<file path="src/hdl/lpht_pkg.sv">
package lpht_pkg;

    localparam int unsigned KEY_W   = 32;
    localparam int unsigned DATA_W  = 32;

    typedef enum logic [1:0] {
        REQ_INSERT = 2'd0,
        REQ_SEARCH = 2'd1,
        REQ_REMOVE = 2'd2
    } t_req_type;

    typedef enum logic [2:0] {
        STAT_INSERTED  = 3'd0,
        STAT_UPDATED   = 3'd1,
        STAT_FOUND     = 3'd2,
        STAT_REMOVED   = 3'd3,
        STAT_NOT_FOUND = 3'd4,
        STAT_FULL      = 3'd5
    } t_status;

    typedef struct packed {
        t_req_type          req_type;
        logic [KEY_W-1:0]   key;
        logic [DATA_W-1:0]  value;
    } t_req;

    typedef struct packed {
        t_status            status;
        logic [DATA_W-1:0]  read_value;
    } t_rsp;

    typedef struct packed {
        logic               used;
        logic               tomb;
        logic [KEY_W-1:0]   key;
        logic [DATA_W-1:0]  data;
    } t_slot;

    typedef enum logic [2:0] {
        S_CLEAR,
        S_IDLE,
        S_MOD,
        S_PROBE,
        S_DONE
    } t_state;

endpackage

</file>
<file path="src/hdl/lpht_mod.sv">
module lpht_mod #(
    parameter int unsigned SLOTS = 16,
    parameter int unsigned AW    = 4
) (
    input  logic                          i_clk,
    input  logic                          i_rst_n,
    input  logic                          i_start,
    input  logic [lpht_pkg::KEY_W-1:0]    i_key,
    output logic                          o_done,
    output logic [AW-1:0]                 o_rem
);

    // quotient = key * ceil(2^(KEY_W+AW) / SLOTS) >> (KEY_W+AW), exact for every key
    localparam int unsigned SHIFT = lpht_pkg::KEY_W + AW;
    localparam logic [63:0] RECIP_FULL =
        ((64'd1 << SHIFT) + 64'(SLOTS) - 64'd1) / 64'(SLOTS);
    localparam logic [lpht_pkg::KEY_W:0] RECIP = RECIP_FULL[lpht_pkg::KEY_W:0];
    localparam logic [AW-1:0] SLOTS_LO = AW'(SLOTS);

    logic [lpht_pkg::KEY_W-1:0]   r_key;
    logic                         r_key_vld;
    logic [AW-1:0]                r_q_lo;
    logic                         r_q_vld;
    logic [AW-1:0]                r_rem;
    logic                         r_done;
    logic [2*lpht_pkg::KEY_W:0]   w_prod;
    logic [AW-1:0]                w_qm;
    logic [AW-1:0]                w_rem;

    assign w_prod = {{(lpht_pkg::KEY_W+1){1'b0}}, r_key} *
                    {{lpht_pkg::KEY_W{1'b0}}, RECIP};

    // remainder is below 2^AW, so only the low AW bits of key and quotient matter
    assign w_qm  = r_q_lo * SLOTS_LO;
    assign w_rem = r_key[AW-1:0] - w_qm;

    always_ff @(posedge i_clk) begin
        if (!i_rst_n) begin
            r_key_vld <= 1'b0;
            r_q_vld   <= 1'b0;
            r_done    <= 1'b0;
        end else begin
            r_key_vld <= i_start;
            r_q_vld   <= r_key_vld;
            r_done    <= r_q_vld;
        end
    end

    always_ff @(posedge i_clk) begin
        if (i_start) begin
            r_key <= i_key;
        end
        r_q_lo <= w_prod[SHIFT +: AW];
        r_rem  <= w_rem;
    end

    assign o_done = r_done;
    assign o_rem  = r_rem;

endmodule

</file>
<file path="src/hdl/lpht_mem.sv">
module lpht_mem #(
    parameter int unsigned SLOTS = 16,
    parameter int unsigned AW    = 4
) (
    input  logic                   i_clk,
    input  logic                   i_we,
    input  logic [AW-1:0]          i_waddr,
    input  lpht_pkg::t_slot        i_wdata,
    input  logic [AW-1:0]          i_raddr,
    output lpht_pkg::t_slot        o_rdata
);

    lpht_pkg::t_slot r_mem [SLOTS];
    lpht_pkg::t_slot r_rdata;

    always_ff @(posedge i_clk) begin
        if (i_we) begin
            r_mem[i_waddr] <= i_wdata;
        end
        r_rdata <= r_mem[i_raddr];
    end

    assign o_rdata = r_rdata;

endmodule

</file>
<file path="src/hdl/lpht_ctrl.sv">
module lpht_ctrl #(
    parameter int unsigned SLOTS = 16,
    parameter int unsigned AW    = 4
) (
    input  logic                   i_clk,
    input  logic                   i_rst_n,
    input  logic                   i_start,
    input  lpht_pkg::t_req         i_req,
    output logic                   o_busy,
    output logic                   o_mod_start,
    input  logic                   i_mod_done,
    input  logic [AW-1:0]          i_mod_rem,
    output logic                   o_mem_we,
    output logic [AW-1:0]          o_mem_waddr,
    output lpht_pkg::t_slot        o_mem_wdata,
    output logic [AW-1:0]          o_mem_raddr,
    input  lpht_pkg::t_slot        i_mem_rdata,
    output logic                   o_done,
    output lpht_pkg::t_rsp         o_rsp
);

    localparam logic [AW-1:0] LAST_SLOT = AW'(SLOTS - 1);

    lpht_pkg::t_state              r_state, n_state;
    lpht_pkg::t_req                r_req, n_req;
    logic [AW-1:0]                 r_cur, n_cur;
    logic [AW-1:0]                 r_cnt, n_cnt;
    logic                          r_hit, n_hit;
    logic [AW-1:0]                 r_hit_slot, n_hit_slot;
    logic [lpht_pkg::DATA_W-1:0]   r_hit_data, n_hit_data;
    logic                          r_have_free, n_have_free;
    logic [AW-1:0]                 r_free_slot, n_free_slot;
    logic                          r_done, n_done;
    lpht_pkg::t_rsp                r_rsp, n_rsp;
    logic                          w_accept;
    logic [AW-1:0]                 w_next;
    logic                          w_ent_hit;

    assign w_accept  = i_start && (r_state == lpht_pkg::S_IDLE);
    assign w_next    = (r_cur == LAST_SLOT) ? '0 : r_cur + AW'(1);
    assign w_ent_hit = i_mem_rdata.used && (i_mem_rdata.key == r_req.key);

    always_comb begin
        n_state      = r_state;
        n_req        = r_req;
        n_cur        = r_cur;
        n_cnt        = r_cnt;
        n_hit        = r_hit;
        n_hit_slot   = r_hit_slot;
        n_hit_data   = r_hit_data;
        n_have_free  = r_have_free;
        n_free_slot  = r_free_slot;
        n_done       = 1'b0;
        n_rsp        = r_rsp;
        o_mod_start  = 1'b0;
        o_mem_we     = 1'b0;
        o_mem_waddr  = r_cur;
        o_mem_wdata  = '0;
        o_mem_raddr  = r_cur;

        unique case (r_state)
            lpht_pkg::S_CLEAR: begin
                // sweep every slot to never-used
                o_mem_we = 1'b1;
                n_cur    = r_cur + AW'(1);
                if (r_cur == LAST_SLOT) begin
                    n_state = lpht_pkg::S_IDLE;
                end
            end
            lpht_pkg::S_IDLE: begin
                if (w_accept) begin
                    n_req       = i_req;
                    n_hit       = 1'b0;
                    n_have_free = 1'b0;
                    if (i_req.req_type == lpht_pkg::REQ_INSERT ||
                        i_req.req_type == lpht_pkg::REQ_SEARCH ||
                        i_req.req_type == lpht_pkg::REQ_REMOVE) begin
                        o_mod_start = 1'b1;
                        n_state     = lpht_pkg::S_MOD;
                    end else begin
                        n_state = lpht_pkg::S_DONE;
                    end
                end
            end
            lpht_pkg::S_MOD: begin
                if (i_mod_done) begin
                    o_mem_raddr = i_mod_rem;
                    n_cur       = i_mod_rem;
                    n_cnt       = '0;
                    n_state     = lpht_pkg::S_PROBE;
                end
            end
            lpht_pkg::S_PROBE: begin
                if (!i_mem_rdata.used && !r_have_free) begin
                    n_have_free = 1'b1;
                    n_free_slot = r_cur;
                end
                priority if (w_ent_hit) begin
                    n_hit      = 1'b1;
                    n_hit_slot = r_cur;
                    n_hit_data = i_mem_rdata.data;
                    n_state    = lpht_pkg::S_DONE;
                end else if ((!i_mem_rdata.used && !i_mem_rdata.tomb) ||
                             (r_cnt == LAST_SLOT)) begin
                    n_state = lpht_pkg::S_DONE;
                end else begin
                    // advance to the next slot, wrapping at the end
                    n_cur       = w_next;
                    n_cnt       = r_cnt + AW'(1);
                    o_mem_raddr = w_next;
                end
            end
            lpht_pkg::S_DONE: begin
                n_done           = 1'b1;
                n_rsp.status     = lpht_pkg::STAT_NOT_FOUND;
                n_rsp.read_value = '0;
                o_mem_wdata.used = 1'b1;
                o_mem_wdata.tomb = 1'b0;
                o_mem_wdata.key  = r_req.key;
                o_mem_wdata.data = r_req.value;
                n_state          = lpht_pkg::S_IDLE;
                unique case (r_req.req_type)
                    lpht_pkg::REQ_INSERT: begin
                        if (r_hit) begin
                            o_mem_we     = 1'b1;
                            o_mem_waddr  = r_hit_slot;
                            n_rsp.status = lpht_pkg::STAT_UPDATED;
                        end else if (r_have_free) begin
                            o_mem_we     = 1'b1;
                            o_mem_waddr  = r_free_slot;
                            n_rsp.status = lpht_pkg::STAT_INSERTED;
                        end else begin
                            n_rsp.status = lpht_pkg::STAT_FULL;
                        end
                    end
                    lpht_pkg::REQ_SEARCH: begin
                        if (r_hit) begin
                            n_rsp.status     = lpht_pkg::STAT_FOUND;
                            n_rsp.read_value = r_hit_data;
                        end
                    end
                    lpht_pkg::REQ_REMOVE: begin
                        if (r_hit) begin
                            o_mem_we         = 1'b1;
                            o_mem_waddr      = r_hit_slot;
                            o_mem_wdata.used = 1'b0;
                            o_mem_wdata.tomb = 1'b1;
                            n_rsp.status     = lpht_pkg::STAT_REMOVED;
                        end
                    end
                    default: begin
                        n_rsp.status = lpht_pkg::STAT_NOT_FOUND;
                    end
                endcase
            end
            default: begin
                n_state = lpht_pkg::S_IDLE;
            end
        endcase
    end

    always_ff @(posedge i_clk) begin
        if (!i_rst_n) begin
            r_state     <= lpht_pkg::S_CLEAR;
            r_cur       <= '0;
            r_cnt       <= '0;
            r_hit       <= 1'b0;
            r_have_free <= 1'b0;
            r_done      <= 1'b0;
        end else begin
            r_state     <= n_state;
            r_cur       <= n_cur;
            r_cnt       <= n_cnt;
            r_hit       <= n_hit;
            r_have_free <= n_have_free;
            r_done      <= n_done;
        end
    end

    always_ff @(posedge i_clk) begin
        r_req       <= n_req;
        r_hit_slot  <= n_hit_slot;
        r_hit_data  <= n_hit_data;
        r_free_slot <= n_free_slot;
        r_rsp       <= n_rsp;
    end

    assign o_busy = (r_state != lpht_pkg::S_IDLE);
    assign o_done = r_done;
    assign o_rsp  = r_rsp;

    a_done_after_finish: assert property (@(posedge i_clk) disable iff (!i_rst_n)
        o_done |-> $past(r_state == lpht_pkg::S_DONE))
        else $error("result strobe without a finished request");

    a_no_write_while_probing: assert property (@(posedge i_clk) disable iff (!i_rst_n)
        (r_state == lpht_pkg::S_PROBE || r_state == lpht_pkg::S_MOD) |-> !o_mem_we)
        else $error("table written during a probe");

    a_accept_goes_busy: assert property (@(posedge i_clk) disable iff (!i_rst_n)
        (i_start && !o_busy) |=> o_busy)
        else $error("accepted request did not raise busy");

    a_insert_wrote: assert property (@(posedge i_clk) disable iff (!i_rst_n)
        (o_done && (o_rsp.status == lpht_pkg::STAT_INSERTED ||
                    o_rsp.status == lpht_pkg::STAT_UPDATED ||
                    o_rsp.status == lpht_pkg::STAT_REMOVED)) |-> $past(o_mem_we))
        else $error("table change reported without a write");

endmodule

</file>
<file path="src/hdl/linear_probe_hash_table.sv">
// Open-addressing hash table with linear probing over TABLE_SLOTS slots held in one
// synchronous RAM. Raise i_start with a request while o_busy is low; exactly one
// result comes back on o_rsp, qualified by o_done for a single cycle, and the
// receiver must take it then since the block cannot stall. A request is handled in
// order: key modulo TABLE_SLOTS is computed by reciprocal multiplication, the
// home-slot read is issued, the probe reads one slot per cycle through the single
// RAM read port and covers 1 to TABLE_SLOTS slots, then the write-back is done and
// the registered result is formed and presented. o_busy is already low while the
// result is presented, so the next request can transfer at the edge that takes the
// result. An unknown request code skips the modulo and probe and answers "not
// found". After reset o_busy stays high while every slot is cleared to never-used.
module linear_probe_hash_table #(
    parameter int unsigned TABLE_SLOTS = 16
) (
    input  logic              i_clk,
    input  logic              i_rst_n,
    input  logic              i_start,
    input  lpht_pkg::t_req    i_req,
    output logic              o_busy,
    output logic              o_done,
    output lpht_pkg::t_rsp    o_rsp
);

    localparam int unsigned AW = $clog2(TABLE_SLOTS);

    logic              w_mod_start;
    logic              w_mod_done;
    logic [AW-1:0]     w_mod_rem;
    logic              w_mem_we;
    logic [AW-1:0]     w_mem_waddr;
    lpht_pkg::t_slot   w_mem_wdata;
    logic [AW-1:0]     w_mem_raddr;
    lpht_pkg::t_slot   w_mem_rdata;

    lpht_mod #(
        .SLOTS (TABLE_SLOTS),
        .AW    (AW)
    ) u_mod (
        .i_clk   (i_clk),
        .i_rst_n (i_rst_n),
        .i_start (w_mod_start),
        .i_key   (i_req.key),
        .o_done  (w_mod_done),
        .o_rem   (w_mod_rem)
    );

    lpht_mem #(
        .SLOTS (TABLE_SLOTS),
        .AW    (AW)
    ) u_mem (
        .i_clk   (i_clk),
        .i_we    (w_mem_we),
        .i_waddr (w_mem_waddr),
        .i_wdata (w_mem_wdata),
        .i_raddr (w_mem_raddr),
        .o_rdata (w_mem_rdata)
    );

    lpht_ctrl #(
        .SLOTS (TABLE_SLOTS),
        .AW    (AW)
    ) u_ctrl (
        .i_clk       (i_clk),
        .i_rst_n     (i_rst_n),
        .i_start     (i_start),
        .i_req       (i_req),
        .o_busy      (o_busy),
        .o_mod_start (w_mod_start),
        .i_mod_done  (w_mod_done),
        .i_mod_rem   (w_mod_rem),
        .o_mem_we    (w_mem_we),
        .o_mem_waddr (w_mem_waddr),
        .o_mem_wdata (w_mem_wdata),
        .o_mem_raddr (w_mem_raddr),
        .i_mem_rdata (w_mem_rdata),
        .o_done      (o_done),
        .o_rsp       (o_rsp)
    );

endmodule

</file>
<file path="config.mk">
export PLATFORM = sky130hd
export DESIGN_NAME = linear_probe_hash_table
export DESIGN_NICKNAME = d
export VERILOG_FILES = /design/src/hdl/lpht_pkg.sv /design/src/hdl/lpht_mod.sv /design/src/hdl/lpht_mem.sv /design/src/hdl/lpht_ctrl.sv /design/src/hdl/linear_probe_hash_table.sv
export SDC_FILE = /design/constraint.sdc
export NUM_CORES = 1
export LEC_CHECK = 0
export CAP_MARGIN = 30
export CORE_ASPECT_RATIO = 1.5
export CORE_MARGIN = 4
export CORE_UTILIZATION = 53
export DETAILED_ROUTE_END_ITERATION = 16
export DONT_BUFFER_PORTS = 1
export PLACE_DENSITY = 0.69
export SYNTH_ARGS = -nofsm -noshare
export SYNTH_HDL_FRONTEND = slang
export SYNTH_SLANG_ARGS = --single-unit
</file>
<file path="constraint.sdc">
create_clock -name i_clk -period 6.83 [get_ports i_clk]
set_clock_uncertainty 0.2 [all_clocks]
set_input_delay 1.0245 -clock i_clk [delete_from_list [all_inputs] [get_ports i_clk]]
set_output_delay 1.0245 -clock i_clk [all_outputs]
set_load 0.01 [all_outputs]
</file>
==> results of run 1 <==
[cell usage in the layout (no fill, tap or decap), types with 9 or more instances in the layout]
cell type,netlist,final
and2_1,104,104
clkbuf_16,0,117
nand2_1,291,291
o211ai_1,265,265
inv_1,12,10
nand4_1,73,73
dfxtp_1,87,87
clkbuf_1,55,29
buf_4,0,40
a21oi_1,13,12
clkinv_1,0,11
mux2i_1,268,268
edfxtp_1,1201,1201
buf_12,18,11
nor2_1,35,27
clkbuf_8,0,9
mux2_2,156,156
mux2_1,109,109
xnor2_1,25,25
o21ai_0,9,9
bufinv_16,0,11
clkinv_2,0,22
[metrics by stage]
step	cell area (um^2)	power, mW	setup slack, ns	setup TNS [ns]
after floorplan	50200	12.1	-0.330	-165.18
after global placement	51200	12.8	2.38	0
after detailed placement	51200	12.9	2.38	0
after CTS	55000	19.4	2.35	0
after global routing	55000	20.0	2.05	0
final	55000	19.3	2.36	0
[registers in the layout (all words and copies together) (netlist names)]
signal / count
u_ctrl.r_req: 66
u_mod.r_key_vld: 1
u_mod.r_q_vld: 1
u_mod.o_rem: 4
u_mem.r_mem: 1056
u_ctrl.o_rsp: 35
u_ctrl.o_done: 1
u_ctrl.r_cnt: 4
u_ctrl.r_hit_data: 32
u_mem.o_rdata: 66
u_ctrl.r_cur: 4
u_ctrl.r_have_free: 1
u_mod.o_done: 1
u_ctrl.r_hit_slot: 4
u_ctrl.r_free_slot: 4
u_mod.r_key: 4
u_ctrl.r_state: 3
u_ctrl.r_hit: 1
[cell families after synthesis]
family	Yosys count
XOR/XNOR	32
flip-flops	1288
multiplexers	533
adder cells (fa/ha/maj)	2
AO/OA/AOI/OAI	325
buffers and inverters	179
AND/OR/NAND/NOR	550
[per-layer routing]
metal / global-route usage [%] / up-vias
li1: - / 11300
met1: 28.8 / 12900
met2: 36.9 / 827
met3: 3.38 / 167
met4: 7.10 / 0
met5: 0 / -
[area by class of cell]
class / count / share of cell area [%]
flip-flops and latches: 1288 / 68.7
multi-input cells: 1442 / 20.4
inverters: 12 / 0.0864
clock inverters: 61 / 1.28
clock buffers: 155 / 5.74
repair buffers: 51 / 0.946
well taps: 1260 / 2.86
diodes: 2 / 0.00909
[final timing paths]
kind / start / endpoint / slack (ns) / cells past startpoint
min reg2reg: u_mod.r_key[3] / u_mod.o_rem[3] / 0.14 / 0
max: u_ctrl.r_state[0] / u_mem.r_mem[1][37] / 2.36 / 9
max reg2reg: u_ctrl.r_state[0] / u_mem.r_mem[1][37] / 2.36 / 9
min: u_mod.r_key[3] / u_mod.o_rem[3] / 0.14 / 0
[power by group through the flow]
stage	logic (mW)	clock network, mW	registers (mW)
floorplan	2.28	0	9.87
global placement	2.92	0	9.90
detailed placement	2.97	0	9.94
CTS	2.98	6.67	9.78
global route	3.19	6.99	9.83
finish	2.95	6.54	9.77
==> impl_metrics.toml, run 1 <==
[synthesis]
yosys_warnings = 0
yosysSeqAreaShare_pct = 75.3
synth_edf_count = 1201
synthTopCellsByArea = "edfxtp_1 (72%), mux2i_1 (5.3%), o211ai_1 (4.0%), mux2_2 (3.5%), dfxtp_1 (3.5%)"
synth_area_mm2 = 0.0502
synth_nets = 2980
synth_flop_cell = "edfxtp_1"
synth-compound-area-share_pct = 4.84
syn_inst = 2909
yosysTopAreaCellShare_pct = 71.8
ys_types = 60
yosysMostFrequentCell = "edfxtp_1"
ys_seq_elements = 1288
synth_xor_area_share_pct = 0.573
yosys-top-cells-count = "edfxtp_1 (1201), nand2_1 (291), mux2i_1 (268), o211ai_1 (265), mux2_2 (156)"
synth_adder_area_share_pct = 0.0498
syn_area_per_cell_um2 = 17.3
synthMuxAreaShare_pct = 11.3
yosys.area_share.simple_pct = 5.24
async_reset_ff_share_pct = 0
synth_top_family_by_area = "multiplexers"
synth_top_area_cell = "edfxtp_1"

[routing]
viasPerCell = 5.91
drt_iter0_drc = 2165
routed_wl_mm = 109
top_layer = "met4"
wl_met3_mm = 6.68
met2_length_mm = 55.0
vias = 25200
ant_nets = 0
first_pass_iters = 7
wl_met1_mm = 44.9
remaining_drc_errors = 0
wl_per_cell_um = 25.6

[cells_and_area]
drive_above_1_share_pct = 13.9
area_delta_synth_final_pct = 9.58
multiInputGateArea_mm2 = 0.0112
fillers = 7039
utilization_pct = 58.4
seq_area_mm2 = 0.0378
fin_cells = 4271
layout.nets = 2981

[clocking]
clk_latency_ns = 0.74
cts_inserted_buffers = 115
cts_setup_buffers = 0
htree_levels = 3
cts_tree = "done"
cts_root_buf = "clkbuf_16"
holdBufCountCts = 0
clock_path_buffers = 3
cts_resized = 0
clkTransAtPathRegs_ns = 0.07
cts.sinks = 1288

[status]
outcome = "finished, final reports clean"

[die]
start_util_pct = 53.3
die_area_mm2 = 0.0999
fp-row-count = 138
die_y_um = 385
die_w_um = 259
core_area_mm2 = 0.0943
pin_count = 106

[sta]
final_hold_viol_count = 0
relSlewSlack_pct = 31.5
slew_violations = 0
rsz0062_at_grt = "no"
tightest_slew_ns = 1.03
min_period_ns = 4.47
fmax_mhz = 224
fin_crit_sh_pct = 65.4
setup_viol = 0
holdWs_ns = 0.145

[power]
switching_share_pct = 26.4
p_per_area_mw_per_mm2 = 350
peakVddDrop_v = 0.000303
net-switching-power_mw = 5.08
comb_power_share_pct = 15.3
intPower_mw = 14.2
p_seq_share_pct = 50.7
p_clk_share_pct = 33.9
leakage_nw = 17.5

[placed_design]
hpwl_mm = 55.4
numPortBuffers = 0
globalplace.congestion = 0.804
dp_cells = 4053

[setup_path]
path_cells = "nor3b_2 -> nand2_1 -> nor2_1 -> a22oi_1 -> nor2_1 -> a221oi_1 -> nand2_1 -> nor2_4 -> buf_12"
crit_fanout = 47
required_ns = 6.95
path_buf_inv = 1
cpPeakStageDelay_ns = 0.82
cp-end-kind = "flop"
crit_arrival_ns = 4.59
critPathLaunchType = "flop"
cpMaxStageDelayCell = "nor2_4"
critical-path-top-delay-family = "simple AND/OR/NAND/NOR gates"
critPathKind = "reg -> reg"

[global_routing]
grt_overflow = 0
antenna_found_initial = 4
grt_pass1_wl_mm = 161
grt_use_total_pct = 21.7
grt_max_degree = 145
grt_pass1_vias = 25600

[worst_hold_path]
hold_class = "reg -> reg"

[run]
max_cap_violations = 0
No activity file was read; power rests on OpenSTA's default activity.
==> run 2: changes to the inputs <==
--- a/config.mk
+++ b/config.mk
@@ -11,7 +11,7 @@
 export CORE_UTILIZATION = 53
 export DETAILED_ROUTE_END_ITERATION = 16
 export DONT_BUFFER_PORTS = 1
-export PLACE_DENSITY = 0.69
+export PLACE_DENSITY = 0.66
 export SYNTH_ARGS = -nofsm -noshare
 export SYNTH_HDL_FRONTEND = slang
 export SYNTH_SLANG_ARGS = --single-unit
==> constraint.sdc (replaced) <==
create_clock -name i_clk -period 4.66 [get_ports i_clk]
set_clock_uncertainty 0.2 [all_clocks]
set_input_delay 0.699 -clock i_clk [delete_from_list [all_inputs] [get_ports i_clk]]
set_output_delay 0.699 -clock i_clk [all_outputs]
set_load 0.01 [all_outputs]
==> impl_metrics.toml, run 2 (same netlist as run 1, synthesis figures left out) <==
[sta]
tightest_slew_ns = 0.886
fin_crit_sh_pct = 91.7
fmax_mhz = 234
holdWs_ns = 0.0797
min_period_ns = 4.27
final_hold_viol_count = 0
setup_viol = 0
rsz0062_at_grt = "no"
relSlewSlack_pct = 40.9
final.setup.tns_ns = 0
slew_violations = 0

[cells_and_area]
regMostFlops = "u_mem.r_mem"
seq_area_mm2 = 0.0378
layout.nets = 3072
largest_reg_flops = 1056
final_common_cell = "edfxtp_1"
final_cell_mix = "edfxtp_1 (1201), nand2_1 (291), mux2i_1 (268)"
multiInputGateArea_mm2 = 0.0113
drive_above_1_share_pct = 14.5
area_delta_synth_final_pct = 11.9
postLayoutCellArea_mm2 = 0.0562
fillers = 6923

[setup_path]
reg2reg_depth = 10
cp-end-kind = "flop"
crit_arrival_ns = 4.63
r2r_slack_ns = 0.39
r2r_start = "u_ctrl.r_req[40]"
cp-startpoint = "u_ctrl.r_req[40]"
cpMaxStageDelayCell = "nor4_1"
critPathKind = "reg -> reg"
cpPeakStageDelay_ns = 0.60
crit_fanout = 46
crit_path_end = "u_mem.o_rdata[13]"
critPathLaunchType = "flop"
path_cells = "xnor2_1 -> nand4_1 -> nor4_1 -> nand4_2 -> a221oi_4 -> buf_12 -> buf_4 -> mux2_2 -> o211ai_1 -> nand4_1"
required_ns = 5.02
crit_top_cell = "nand4_1"
worstReg2RegEnd = "u_mem.o_rdata[13]"

[clocking]
clkTransAtPathRegs_ns = 0.06
cts_tree = "done"
clk_latency_ns = 0.72
htree_levels = 3
holdBufCountCts = 67
clock_path_buffers = 3
cts_setup_buffers = 0
cts_inserted_buffers = 113
cts.sinks = 1288
cts_resized = 0
cts_root_buf = "clkbuf_16"

[placed_design]
globalplace.congestion = 0.787
hpwl_mm = 56.4
placed_area_mm2 = 0.0517
numPortBuffers = 0

[routing]
routed_wl_mm = 112
ant_nets = 0
wl_per_cell_um = 25.7
first_pass_iters = 7
remaining_drc_errors = 0
viasPerCell = 5.87
vias = 25600
drt_iter0_drc = 2079

[power]
comb_power_share_pct = 16.1
leakage_nw = 18.0
p_per_area_mw_per_mm2 = 506
intPower_mw = 20.9
p_seq_share_pct = 50.4
switching_share_pct = 26.4
peakVddDrop_v = 0.000350
net-switching-power_mw = 7.50
p_clk_share_pct = 33.4

[die]
die_w_um = 259
pin_count = 106
die_area_mm2 = 0.0999
die_y_um = 385
fp-row-count = 138
start_util_pct = 53.3
core_area_mm2 = 0.0943

[global_routing]
grt_pass1_vias = 25900
grt_use_total_pct = 22.4
grt_overflow = 0
grt_pass1_wl_mm = 166
grt_max_degree = 105
antenna_found_initial = 7

[worst_hold_path]
min_from = "i_req[64]"
hold_class = "in -> reg"
min_path_cells = 2

[run]
max_cap_violations = 0

[status]
outcome = "finished, final reports clean"
-- run 2: cell count changes in the layout (fill, tap and decap cells not counted), sizes merged --
cell / change
dlygate4sd3: +67
buf: +26
clkbuf: -17
clkinv: +7
bufinv: +4
clkinvlp: +4
diode: +1
-- run 2: worst max-delay path, delay by kind of cell (launching register included) --
family | cells | cell delay, ns
buffers and inverters | 2 | 0.66
AOI/OAI and AO/OA | 2 | 0.62
and+or+nand+nor | 4 | 1.31
DFF | 1 | 0.43
xor gates and xnor gates | 1 | 0.44
muxes | 1 | 0.38
-- run 2: worst min-delay path by stage --
stage | endpoint | slack [ns]
2_1_floorplan | u_mod.o_rem[0] | 0.12
3_3_place_gp | u_mod.o_rem[3] | 0.13
3_5_place_dp | u_mod.o_rem[1] | 0.14
4_1_cts | u_ctrl.r_state[2] | 0.01
5_1_grt | u_mod.r_key[3] | 0.1
6_report | u_ctrl.r_state[2] | 0.08
-- run 2: metrics by stage --
| step | instances | total power, mW | utilization [%] | setup WS, ns |
|---|---|---|---|---|
| detailed placement | 4079 | 19.1 | 54.9 | 0.304 |
| floorplan | 2909 | 17.8 | - | -0.818 |
| finish | 4363 | 28.4 | 59.6 | 0.386 |
| global placement | 4078 | 19.0 | 54.8 | 0.414 |
| CTS | 4360 | 28.7 | 59.6 | 0.308 |
| global route | 4360 | 29.5 | 59.6 | 0.232 |
-- run 2: final cells by class --
type                    count  share of cell area (%)
diodes                      3                  0.0134
clock inverters            76                    1.49
flip-flops and latches   1288                    67.3
repair buffers            144                    3.03
clock buffers             138                    5.25
multi-input cells        1442                    20.0
inverters                  12                  0.0846
well taps                1260                    2.81
-- run 2: metal layers --
metal / up-vias / track usage (%) / routed length, um
met1: 13200 / 30.3 / 47700
met5: - / 0 / 44
met4: 6 / 6.37 / 2590
met3: 159 / 3.46 / 5860
li1: 11500 / - / -
met2: 728 / 38.0 / 55900
-- run 2: power by group through the flow --
stage	Clock, mW	Sequential (mW)	Combinational [mW]
after floorplan	0	14.5	3.35
after CTS	9.71	14.3	4.63
after global routing	10.2	14.4	4.95
after detailed placement	0	14.6	4.57
final	9.50	14.3	4.58
after global placement	0	14.5	4.50
